===== src/hdl/tptc_pkg.sv =====
`default_nettype none

package tptc_pkg;

	localparam int LIST_DEPTH_DEF = 64;
	localparam int DUR_W          = 32;
	localparam int HALF_W         = 16;
	localparam int CFG_IDX_W      = 2;
	localparam int CFG_DATA_W     = 32;

	// request kinds
	localparam logic REQ_PUSH = 1'b0;
	localparam logic REQ_TICK = 1'b1;

	// register indexes
	localparam logic [CFG_IDX_W-1:0] CFG_INIT_LEVEL   = 2'd0;
	localparam logic [CFG_IDX_W-1:0] CFG_CARRIER_HALF = 2'd1;
	localparam logic [CFG_IDX_W-1:0] CFG_LAST_HOLD    = 2'd2;

	typedef struct packed {
		logic              init_level;
		logic [HALF_W-1:0] half;
		logic [DUR_W-1:0]  last_hold;
	} cfg_t;

	typedef struct packed {
		logic pin;
		logic busy;
		logic done;
		logic ovf;
	} res_t;

	// address bits for a store of the given depth
	function automatic int addr_w(input int depth);
		return (depth > 1) ? $clog2(depth) : 1;
	endfunction

endpackage

`default_nettype wire


===== src/hdl/tptc_ifs.sv =====
`default_nettype none

interface tptc_in_if;
	import tptc_pkg::*;

	logic             valid;
	logic             ready;
	logic             req_type;
	logic [DUR_W-1:0] duration_us;
	logic             last_entry;

	modport source(output valid, req_type, duration_us, last_entry, input ready);
	modport sink(input valid, req_type, duration_us, last_entry, output ready);
endinterface

interface tptc_out_if;
	logic valid;
	logic ready;
	logic pin_level;
	logic busy_res;
	logic done_res;
	logic overflow;

	modport source(output valid, pin_level, busy_res, done_res, overflow, input ready);
	modport sink(input valid, pin_level, busy_res, done_res, overflow, output ready);
endinterface

`default_nettype wire


===== src/hdl/tptc_store.sv =====
`default_nettype none

module tptc_store #(
	parameter int LIST_DEPTH = tptc_pkg::LIST_DEPTH_DEF
) (
	input  wire logic                                      clk,
	input  wire logic                                      we,
	input  wire logic [tptc_pkg::addr_w(LIST_DEPTH)-1:0]   waddr,
	input  wire logic [tptc_pkg::DUR_W-1:0]                wdata,
	input  wire logic                                      re,
	input  wire logic [tptc_pkg::addr_w(LIST_DEPTH)-1:0]   raddr,
	output logic      [tptc_pkg::DUR_W-1:0]                rdata
);
	import tptc_pkg::*;

	logic [DUR_W-1:0] mem [LIST_DEPTH];

	always_ff @(posedge clk) begin
		if (we) begin
			mem[waddr] <= wdata;
		end
		if (re) begin
			rdata <= mem[raddr];
		end
	end

endmodule

`default_nettype wire


===== src/hdl/tptc_play.sv =====
`default_nettype none

module tptc_play #(
	parameter int LIST_DEPTH = tptc_pkg::LIST_DEPTH_DEF
) (
	input  wire logic                                    clk,
	input  wire logic                                    arst_n,
	input  wire tptc_pkg::cfg_t                          cfg,
	input  wire logic                                    in_accept,
	input  wire logic                                    req_type,
	input  wire logic [tptc_pkg::DUR_W-1:0]              duration_us,
	input  wire logic                                    last_entry,
	output logic                                         idle,
	output tptc_pkg::res_t                               res,
	output logic                                         emit,
	output logic                                         mem_we,
	output logic [tptc_pkg::addr_w(LIST_DEPTH)-1:0]      mem_waddr,
	output logic [tptc_pkg::DUR_W-1:0]                   mem_wdata,
	output logic                                         mem_re,
	output logic [tptc_pkg::addr_w(LIST_DEPTH)-1:0]      mem_raddr,
	input  wire logic [tptc_pkg::DUR_W-1:0]              mem_rdata
);
	import tptc_pkg::*;

	localparam int PTR_W = $clog2(LIST_DEPTH + 1);
	localparam int AW    = addr_w(LIST_DEPTH);

	typedef enum logic [1:0] {S_IDLE, S_ADV, S_LOAD, S_STEP} state_t;
	typedef enum logic [1:0] {PH_IDLE, PH_LIST, PH_HOLD} phase_t;

	state_t            state_q, state_d;
	phase_t            phase_q, phase_d;
	logic              list_ready_q, list_ready_d;
	logic [PTR_W-1:0]  wp_q, wp_d;
	logic [PTR_W-1:0]  rp_q, rp_d;
	logic              level_q, level_d;
	logic              seg_q, seg_d;
	logic              carried_q, carried_d;
	logic [HALF_W-1:0] half_q, half_d;
	logic [DUR_W-1:0]  rem_q, rem_d;
	logic [DUR_W-1:0]  budget_q, budget_d;
	logic              start_q, start_d;
	logic              pin_q, pin_d;
	logic              busy_q, busy_d;

	// interval loader: duration from the store or the hold register
	logic [DUR_W-1:0] ld_dur;
	logic [DUR_W:0]   ld_diff;
	logic             ld_car;
	logic             ld_ok;
	logic [DUR_W-1:0] ld_rem;
	logic [DUR_W-1:0] ld_budget;
	logic             ld_level;

	always_comb begin
		ld_dur  = (state_q == S_LOAD) ? mem_rdata : cfg.last_hold;
		ld_diff = {1'b0, ld_dur} - {{(DUR_W + 1 - HALF_W){1'b0}}, cfg.half};
		ld_car  = seg_q && (cfg.half != '0);
		if (ld_car) begin
			ld_ok     = !ld_diff[DUR_W];
			ld_rem    = {{(DUR_W - HALF_W){1'b0}}, cfg.half};
			ld_budget = ld_diff[DUR_W-1:0];
			ld_level  = 1'b1;
		end else begin
			ld_ok     = (ld_dur != '0);
			ld_rem    = ld_dur;
			ld_budget = '0;
			ld_level  = seg_q;
		end
	end

	// carrier budget: a new pair starts only while budget >= half period
	logic [DUR_W:0] st_diff;
	logic           st_ge;
	logic           rem_last;
	logic           run_step;

	assign st_diff  = {1'b0, budget_q} - {{(DUR_W + 1 - HALF_W){1'b0}}, half_q};
	assign st_ge    = !st_diff[DUR_W];
	assign rem_last = (rem_q[DUR_W-1:1] == '0);
	assign run_step = (state_q == S_STEP) ||
		(state_q == S_IDLE && in_accept && req_type == REQ_TICK && phase_q != PH_IDLE);

	assign idle      = (state_q == S_IDLE);
	assign mem_waddr = wp_q[AW-1:0];
	assign mem_raddr = rp_q[AW-1:0];
	assign mem_wdata = duration_us;

	always_comb begin
		state_d      = state_q;
		phase_d      = phase_q;
		list_ready_d = list_ready_q;
		wp_d         = wp_q;
		rp_d         = rp_q;
		level_d      = level_q;
		seg_d        = seg_q;
		carried_d    = carried_q;
		half_d       = half_q;
		rem_d        = rem_q;
		budget_d     = budget_q;
		start_d      = start_q;
		pin_d        = pin_q;
		busy_d       = busy_q;
		mem_we       = 1'b0;
		mem_re       = 1'b0;
		emit         = 1'b0;
		res.pin      = pin_q;
		res.busy     = busy_q;
		res.done     = 1'b0;
		res.ovf      = 1'b0;

		case (state_q)
			S_IDLE: begin
				if (in_accept && req_type == REQ_PUSH) begin
					res.pin  = level_q;
					res.busy = (phase_q != PH_IDLE);
					emit     = 1'b1;
					if (!list_ready_q) begin
						if (wp_q == PTR_W'(LIST_DEPTH)) begin
							res.ovf = 1'b1;
						end else begin
							mem_we = 1'b1;
							wp_d   = wp_q + PTR_W'(1);
						end
						if (last_entry) begin
							list_ready_d = 1'b1;
						end
					end
				end else if (in_accept && phase_q == PH_IDLE) begin
					if (list_ready_q) begin
						seg_d   = cfg.init_level;
						level_d = cfg.init_level;
						rp_d    = '0;
						phase_d = PH_LIST;
						start_d = 1'b1;
						state_d = S_ADV;
					end else begin
						res.pin  = level_q;
						res.busy = 1'b0;
						emit     = 1'b1;
					end
				end
			end
			S_ADV, S_LOAD: begin
				if (state_q == S_ADV && rp_q < wp_q) begin
					mem_re  = 1'b1;
					rp_d    = rp_q + PTR_W'(1);
					state_d = S_LOAD;
				end else begin
					if (state_q == S_ADV) begin
						phase_d = PH_HOLD;
					end
					if (ld_ok) begin
						carried_d = ld_car;
						half_d    = cfg.half;
						rem_d     = ld_rem;
						budget_d  = ld_budget;
						level_d   = ld_level;
						start_d   = 1'b0;
						if (start_q) begin
							state_d = S_STEP;
						end else begin
							emit    = 1'b1;
							state_d = S_IDLE;
						end
					end else if (state_q == S_LOAD) begin
						// zero-length segment: toggle and fetch the next
						seg_d   = ~seg_q;
						level_d = ~seg_q;
						state_d = S_ADV;
					end else begin
						phase_d      = PH_IDLE;
						list_ready_d = 1'b0;
						wp_d         = '0;
						rp_d         = '0;
						start_d      = 1'b0;
						emit         = 1'b1;
						res.done     = 1'b1;
						if (start_q) begin
							res.pin  = level_q;
							res.busy = 1'b0;
						end
						state_d = S_IDLE;
					end
				end
			end
			S_STEP: begin
				// handled by the tick step below
			end
			default: begin
				state_d = S_IDLE;
			end
		endcase

		if (run_step) begin
			pin_d    = level_q;
			busy_d   = 1'b1;
			res.pin  = level_q;
			res.busy = 1'b1;
			state_d  = S_IDLE;
			if (!rem_last) begin
				rem_d = rem_q - DUR_W'(1);
				emit  = 1'b1;
			end else if (carried_q && level_q) begin
				level_d  = 1'b0;
				rem_d    = {{(DUR_W - HALF_W){1'b0}}, half_q};
				budget_d = st_ge ? st_diff[DUR_W-1:0] : '0;
				emit     = 1'b1;
			end else if (carried_q && st_ge) begin
				level_d  = 1'b1;
				rem_d    = {{(DUR_W - HALF_W){1'b0}}, half_q};
				budget_d = st_diff[DUR_W-1:0];
				emit     = 1'b1;
			end else if (phase_q == PH_LIST) begin
				seg_d   = ~seg_q;
				level_d = ~seg_q;
				start_d = 1'b0;
				state_d = S_ADV;
			end else begin
				if (carried_q) begin
					level_d = 1'b1;
				end
				phase_d      = PH_IDLE;
				list_ready_d = 1'b0;
				wp_d         = '0;
				rp_d         = '0;
				emit         = 1'b1;
				res.done     = 1'b1;
			end
		end
	end

	always_ff @(posedge clk or negedge arst_n) begin
		if (!arst_n) begin
			state_q      <= S_IDLE;
			phase_q      <= PH_IDLE;
			list_ready_q <= 1'b0;
			wp_q         <= '0;
			rp_q         <= '0;
			level_q      <= 1'b0;
			seg_q        <= 1'b0;
			carried_q    <= 1'b0;
			half_q       <= '0;
			rem_q        <= '0;
			budget_q     <= '0;
			start_q      <= 1'b0;
			pin_q        <= 1'b0;
			busy_q       <= 1'b0;
		end else begin
			state_q      <= state_d;
			phase_q      <= phase_d;
			list_ready_q <= list_ready_d;
			wp_q         <= wp_d;
			rp_q         <= rp_d;
			level_q      <= level_d;
			seg_q        <= seg_d;
			carried_q    <= carried_d;
			half_q       <= half_d;
			rem_q        <= rem_d;
			budget_q     <= budget_d;
			start_q      <= start_d;
			pin_q        <= pin_d;
			busy_q       <= busy_d;
		end
	end

endmodule

`default_nettype wire


===== src/hdl/timed_pulse_train_with_carrier.sv =====
`default_nettype none

// Channel   Dir  Payload                                      Moves when
// in_ch     in   req_type, duration_us, last_entry            valid && ready
// out_ch    out  pin_level, busy_res, done_res, overflow      valid && ready
// cfg       in   cfg_idx, cfg_data                            cfg_we
//
// A push request is answered from the idle state, and so is a tick that stays inside
// the running interval or only flips the carrier half.
// A tick that starts playback or ends a list segment reads each store entry that it
// fetches (one store read port) in S_ADV and loads it in S_LOAD, and loads the hold
// when the list runs out; a start adds its first step in S_STEP.
// Zero-length segments toggle the level and fetch the next entry.
// Reset clears control state only; the duration store holds no reset value.
// in_ch.ready drops while the sequencer fetches or steps, and while the result
// register is full and not being drained.
module timed_pulse_train_with_carrier #(
	parameter int LIST_DEPTH = tptc_pkg::LIST_DEPTH_DEF
) (
	input  wire logic                              clk,
	input  wire logic                              arst_n,
	tptc_in_if.sink                                in_ch,
	tptc_out_if.source                             out_ch,
	input  wire logic                              cfg_we,
	input  wire logic [tptc_pkg::CFG_IDX_W-1:0]    cfg_idx,
	input  wire logic [tptc_pkg::CFG_DATA_W-1:0]   cfg_data
);
	import tptc_pkg::*;

	localparam int AW = addr_w(LIST_DEPTH);

	// configuration registers
	cfg_t cfg_q;

	always_ff @(posedge clk or negedge arst_n) begin
		if (!arst_n) begin
			cfg_q <= '0;
		end else if (cfg_we) begin
			case (cfg_idx)
				CFG_INIT_LEVEL:   cfg_q.init_level <= cfg_data[0];
				CFG_CARRIER_HALF: cfg_q.half       <= cfg_data[HALF_W-1:0];
				CFG_LAST_HOLD:    cfg_q.last_hold  <= cfg_data[DUR_W-1:0];
				default: begin
				end
			endcase
		end
	end

	// sequencer <-> store
	logic             play_idle;
	res_t             res;
	logic             emit;
	logic             mem_we;
	logic [AW-1:0]    mem_waddr;
	logic [DUR_W-1:0] mem_wdata;
	logic             mem_re;
	logic [AW-1:0]    mem_raddr;
	logic [DUR_W-1:0] mem_rdata;
	logic             in_accept;

	// result register: a new request can enter while the last result drains
	logic out_valid_q;
	res_t out_res_q;

	assign in_ch.ready = play_idle && (!out_valid_q || out_ch.ready);
	assign in_accept   = in_ch.valid && in_ch.ready;

	tptc_play #(
		.LIST_DEPTH(LIST_DEPTH)
	) u_play (
		.clk        (clk),
		.arst_n     (arst_n),
		.cfg        (cfg_q),
		.in_accept  (in_accept),
		.req_type   (in_ch.req_type),
		.duration_us(in_ch.duration_us),
		.last_entry (in_ch.last_entry),
		.idle       (play_idle),
		.res        (res),
		.emit       (emit),
		.mem_we     (mem_we),
		.mem_waddr  (mem_waddr),
		.mem_wdata  (mem_wdata),
		.mem_re     (mem_re),
		.mem_raddr  (mem_raddr),
		.mem_rdata  (mem_rdata)
	);

	tptc_store #(
		.LIST_DEPTH(LIST_DEPTH)
	) u_store (
		.clk  (clk),
		.we   (mem_we),
		.waddr(mem_waddr),
		.wdata(mem_wdata),
		.re   (mem_re),
		.raddr(mem_raddr),
		.rdata(mem_rdata)
	);

	always_ff @(posedge clk or negedge arst_n) begin
		if (!arst_n) begin
			out_valid_q <= 1'b0;
			out_res_q   <= '0;
		end else if (emit) begin
			out_valid_q <= 1'b1;
			out_res_q   <= res;
		end else if (out_ch.ready) begin
			out_valid_q <= 1'b0;
		end
	end

	assign out_ch.valid     = out_valid_q;
	assign out_ch.pin_level = out_res_q.pin;
	assign out_ch.busy_res  = out_res_q.busy;
	assign out_ch.done_res  = out_res_q.done;
	assign out_ch.overflow  = out_res_q.ovf;

endmodule

`default_nettype wire

===== src/flat_wrapper.sv =====
// flat-port wrapper written by rule: the top's interface ports become plain ports
module timed_pulse_train_with_carrier_flat import tptc_pkg::*;
#(
	parameter int LIST_DEPTH = tptc_pkg::LIST_DEPTH_DEF
)
  (clk, arst_n, cfg_we, cfg_idx, cfg_data, in_ch_valid, in_ch_req_type, in_ch_duration_us, in_ch_last_entry, in_ch_ready, out_ch_valid, out_ch_pin_level, out_ch_busy_res, out_ch_done_res, out_ch_overflow, out_ch_ready);
  tptc_in_if in_ch_i ();
  tptc_out_if out_ch_i ();
  input  wire logic clk;
  input  wire logic arst_n;
  input  wire logic cfg_we;
  input  wire logic [tptc_pkg::CFG_IDX_W-1:0] cfg_idx;
  input  wire logic [tptc_pkg::CFG_DATA_W-1:0] cfg_data;
  input wire logic [$bits(in_ch_i.valid)-1:0] in_ch_valid;
  input wire logic [$bits(in_ch_i.req_type)-1:0] in_ch_req_type;
  input wire logic [$bits(in_ch_i.duration_us)-1:0] in_ch_duration_us;
  input wire logic [$bits(in_ch_i.last_entry)-1:0] in_ch_last_entry;
  output wire logic [$bits(in_ch_i.ready)-1:0] in_ch_ready;
  output wire logic [$bits(out_ch_i.valid)-1:0] out_ch_valid;
  output wire logic [$bits(out_ch_i.pin_level)-1:0] out_ch_pin_level;
  output wire logic [$bits(out_ch_i.busy_res)-1:0] out_ch_busy_res;
  output wire logic [$bits(out_ch_i.done_res)-1:0] out_ch_done_res;
  output wire logic [$bits(out_ch_i.overflow)-1:0] out_ch_overflow;
  input wire logic [$bits(out_ch_i.ready)-1:0] out_ch_ready;
  assign in_ch_i.valid = in_ch_valid;
  assign in_ch_i.req_type = in_ch_req_type;
  assign in_ch_i.duration_us = in_ch_duration_us;
  assign in_ch_i.last_entry = in_ch_last_entry;
  assign in_ch_ready = in_ch_i.ready;
  assign out_ch_valid = out_ch_i.valid;
  assign out_ch_pin_level = out_ch_i.pin_level;
  assign out_ch_busy_res = out_ch_i.busy_res;
  assign out_ch_done_res = out_ch_i.done_res;
  assign out_ch_overflow = out_ch_i.overflow;
  assign out_ch_i.ready = out_ch_ready;
  timed_pulse_train_with_carrier #(.LIST_DEPTH(LIST_DEPTH)) u_core (.clk(clk), .arst_n(arst_n), .in_ch(in_ch_i), .out_ch(out_ch_i), .cfg_we(cfg_we), .cfg_idx(cfg_idx), .cfg_data(cfg_data));
endmodule

===== config.mk =====
export PLATFORM = sky130hd
export DESIGN_NAME = timed_pulse_train_with_carrier_flat
export DESIGN_NICKNAME = d
export VERILOG_FILES = /design/src/hdl/tptc_pkg.sv /design/src/hdl/tptc_ifs.sv /design/src/hdl/tptc_store.sv /design/src/hdl/tptc_play.sv /design/src/hdl/timed_pulse_train_with_carrier.sv /design/src/flat_wrapper.sv
export SDC_FILE = /design/constraint.sdc
export NUM_CORES = 2
export LEC_CHECK = 0
export BUFFER_PORTS_ARGS = -buffer_cell sky130_fd_sc_hd__buf_4
export CAP_MARGIN = 40
export CORE_MARGIN = 1
export CORE_UTILIZATION = 45
export DETAILED_ROUTE_END_ITERATION = 8
export SLEW_MARGIN = 20
export SYNTH_ARGS = -nofsm -noshare
export SYNTH_HDL_FRONTEND = slang
export SYNTH_SLANG_ARGS = --single-unit

===== constraint.sdc =====
create_clock -name clk -period 6.65 [get_ports clk]
set_input_delay 0.9975 -clock clk [delete_from_list [all_inputs] [get_ports clk]]
set_output_delay 0.9975 -clock clk [all_outputs]
set_load 0.05 [all_outputs]

==> results.toml <==
[cts]
clock_latency_ns = 0.85
root_buffer = "clkbuf_16"
cts_resized = 0
holdBufCountCts = 0
clk_pin_slew_ns = 0.06
cts_sinks = 2239
cts_buffers = 223
clockBufferDepth = 3
cts_htree_levels = 4
cts_setup_buffers = 0
cts_tree = "yes"

[die]
dieArea_mm2 = 0.2009
io_pins = 79
core_mm2 = 0.1976
dieWidth_um = 448.3
dieHeight_um = 448.3
start_util_pct = 45.34
placementRows = 163

[critical_path]
crit_type = "flip-flop to flip-flop"
max_stage_delay_ns = 0.67
cp-end-kind = "flip-flop"
rrSetupSlack_ns = 1.60
required_ns = 7.37
worstReg2RegStart = "u_core.u_play.state_q[0]$_DFFE_PN0P_"
cp-start-kind = "flip-flop"
reg2reg_to = "u_core.u_play.budget_q[26]$_DFF_PN0_"
slowest_stage = "a211oi_2"
crit_arrival_ns = 5.77
worstPathMaxFanout = 45
reg2reg_depth = 15
cp_cell_sequence = "inv_1 -> ha_2 -> buf_16 -> mux2i_1 -> ha_1 -> fa_1 -> nand2b_1 -> a21oi_1 -> o21ai_0 -> a211oi_2 -> o311a_1 -> buf_4 -> nor2_2 -> o21a_1 -> a211o_1"

[place]
hpwl_um = 142700
dp.cells = 6886
gp_congestion = 0.9093
placed_area_mm2 = 0.09518
io_buffer_count = 78

[cells_and_area]
drive_gt1_share_pct = 29.43
nets = 4602
fillers = 15340
final_cell_mix = "edfxtp_1 (2080), mux4_2 (672), clkbuf_16 (225)"
final_common_cell = "edfxtp_1"
stdcell_count = 7317
area_delta_synth_final_pct = 14.41
fin_area_mm2 = 0.1025

[grt]
grt_pass1_wl_um = 326600
grt_usage_pct = 22.81
overflow = 0
grt_pass1_vias = 43960
grt_start_max_net_pins = 147
antenna_found_initial = 16

[logic_synthesis]
post_synth_inst_count = 4249
synthDistinctLibCells = 85
ys_async_sr_fraction_pct = 7.101
ys.flop_type = "edfxtp_1"
synth_seq_cells = 2239
ys_seq_area_share_pct = 74.14
synth_area_mm2 = 0.08961
synth_nets = 4370
synth_edf_count = 2080
synth_warnings = 0
syn_avg_cell_area_um2 = 21.09

[timing]
min_period_ns = 5.051
rsz0062_at_grt = "false"
fmax_mhz = 198.0
hold_violations = 0
tns_ns = 0
tightest_slew_ns = 1.101
finClkSkew_ns = 0.03014
slew_headroom_pct = 26.60
slew_viol_final = 0
min_period_over_period_pct = 75.95
setup_viol = 0

[pwr]
power.density_mw_per_mm2 = 374.6
p_clk_share_pct = 32.1
swShare_pct = 29.85
p_comb_share_pct = 24.9
leakage_uw = 0.03174
sequentialPowerShare_pct = 43.1
p_int_uw = 26940
vdd_drop_max_uv = 298.4
switchingPower_uw = 11470

[route]
via_per_inst = 6.005
ant_nets = 0
wirelength_um = 226100
drt_iter0_drc = 4706
wire_per_inst_um = 30.90
vias = 43940
drc = 0
firstDrtPassIters = 7

[run]
drv_cap = 0

[hold_path]
hp-class = "input pin to asynchronous set/reset pin"

[outcome]
status = "finished clean"
-- layout make-up --
class | count | area [um2] | area share [%]
timing repair buffer | 215 | 2711 | 2.645
clock buffer | 272 | 5877 | 5.732
tap | 2640 | 3303 | 3.222
sequential | 2239 | 66460 | 64.82
multi-input combinational | 1736 | 22650 | 22.09
inverter | 66 | 247.7 | 0.2416
clock inverter | 141 | 1262 | 1.231
antenna | 8 | 20.02 | 0.01953
-- sequential cells by signal, summed over array words and instances (netlist names), 2 cells and up --
register	flops
u_core.cfg_q	49
u_core.u_play.budget_q	32
u_core.u_play.half_q	16
u_core.u_play.phase_q	2
u_core.u_play.rem_q	32
u_core.u_play.rp_q	7
u_core.u_play.state_q	2
u_core.u_play.wp_q	7
u_core.u_store.mem	2048
u_core.u_store.rdata	32
-- worst max-delay path by stage --
| stage | start | to | slack (ns) |
|---|---|---|---|
| 4_1_cts | u_core.u_play.state_q[0]$_DFFE_PN0P_ | u_core.u_play.budget_q[26]$_DFF_PN0_ | 1.67 |
| 3_5_place_dp | u_core.u_play.state_q[0]$_DFFE_PN0P_ | u_core.u_play.budget_q[26]$_DFF_PN0_ | 1.69 |
| 2_1_floorplan | u_core.u_play.state_q[0]$_DFFE_PN0P_ | u_core.out_ch.done_res$_DFFE_PN0P_ | 1.97 |
| 5_1_grt | u_core.u_play.state_q[0]$_DFFE_PN0P_ | u_core.u_play.rem_q[21]$_DFF_PN0_ | 1.32 |
| 6_report | u_core.u_play.state_q[0]$_DFFE_PN0P_ | u_core.u_play.budget_q[26]$_DFF_PN0_ | 1.60 |
| 3_3_place_gp | u_core.u_play.state_q[0]$_DFFE_PN0P_ | u_core.u_play.rem_q[21]$_DFF_PN0_ | 1.51 |
-- logic make-up after synthesis --
family / after synthesis / share of synthesized area (%)
flops: 2239 / 74.14
mux: 762 / 18.00
simple gates: 497 / 2.752
fa+ha+maj: 48 / 0.6869
buf+inv: 274 / 1.171
compound gates: 376 / 2.730
xor+xnor: 53 / 0.5180
-- cells in the mapped netlist (49+ instances only) --
cell,count,area share [%]
o21ai_0,85,0.47
edfxtp_1,2080,70
a21oi_1,85,0.47
inv_1,65,0.27
nor3_1,49,0.27
dfrtp_1,159,4.4
clkbuf_1,137,0.57
mux4_2,672,17
nand2_1,105,0.44
mux2_2,65,0.82
buf_1,54,0.23
nor2_1,154,0.65
-- routing by layer --
metal / wire (um) / GRT usage (%)
met1: 97790 / 33.33
met2: 108100 / 35.76
met3: 15070 / 3.980
met4: 5182 / 5.737
met5: 24 / 0
-- stage by stage --
stage | utilization, % | power [uW] | hold WS (ns) | setup WS, ns
2_1_floorplan | - | 22770 | 0.4561 | 1.970
3_3_place_gp | 47.53 | 26230 | 0.4731 | 1.512
3_5_place_dp | 48.16 | 26390 | 0.4865 | 1.688
4_1_cts | 51.77 | 38650 | 0.1136 | 1.666
5_1_grt | 51.88 | 39820 | 0.1358 | 1.321
6_report | 51.88 | 38410 | 0.1339 | 1.599
-- worst max-delay path, delay by kind of cell (launching register included) --
kind / cells / cell delay (ns)
and+or+nand+nor: 2 / 0.47
AOI/OAI and AO/OA: 6 / 1.89
muxes: 1 / 0.11
DFF: 1 / 0.40
buffers and inverters: 3 / 0.74
adders and majority gates: 3 / 1.30
-- power by group through the flow --
stage | registers [uW] | clock network, uW | logic (uW)
after floorplan | 16500 | 0 | 6260
after global placement | 16900 | 0 | 9360
after detailed placement | 16800 | 0 | 9570
after CTS | 16500 | 12500 | 9600
after global routing | 16600 | 13100 | 10200
final | 16500 | 12300 | 9550
Power figures use the tool's default switching activity.
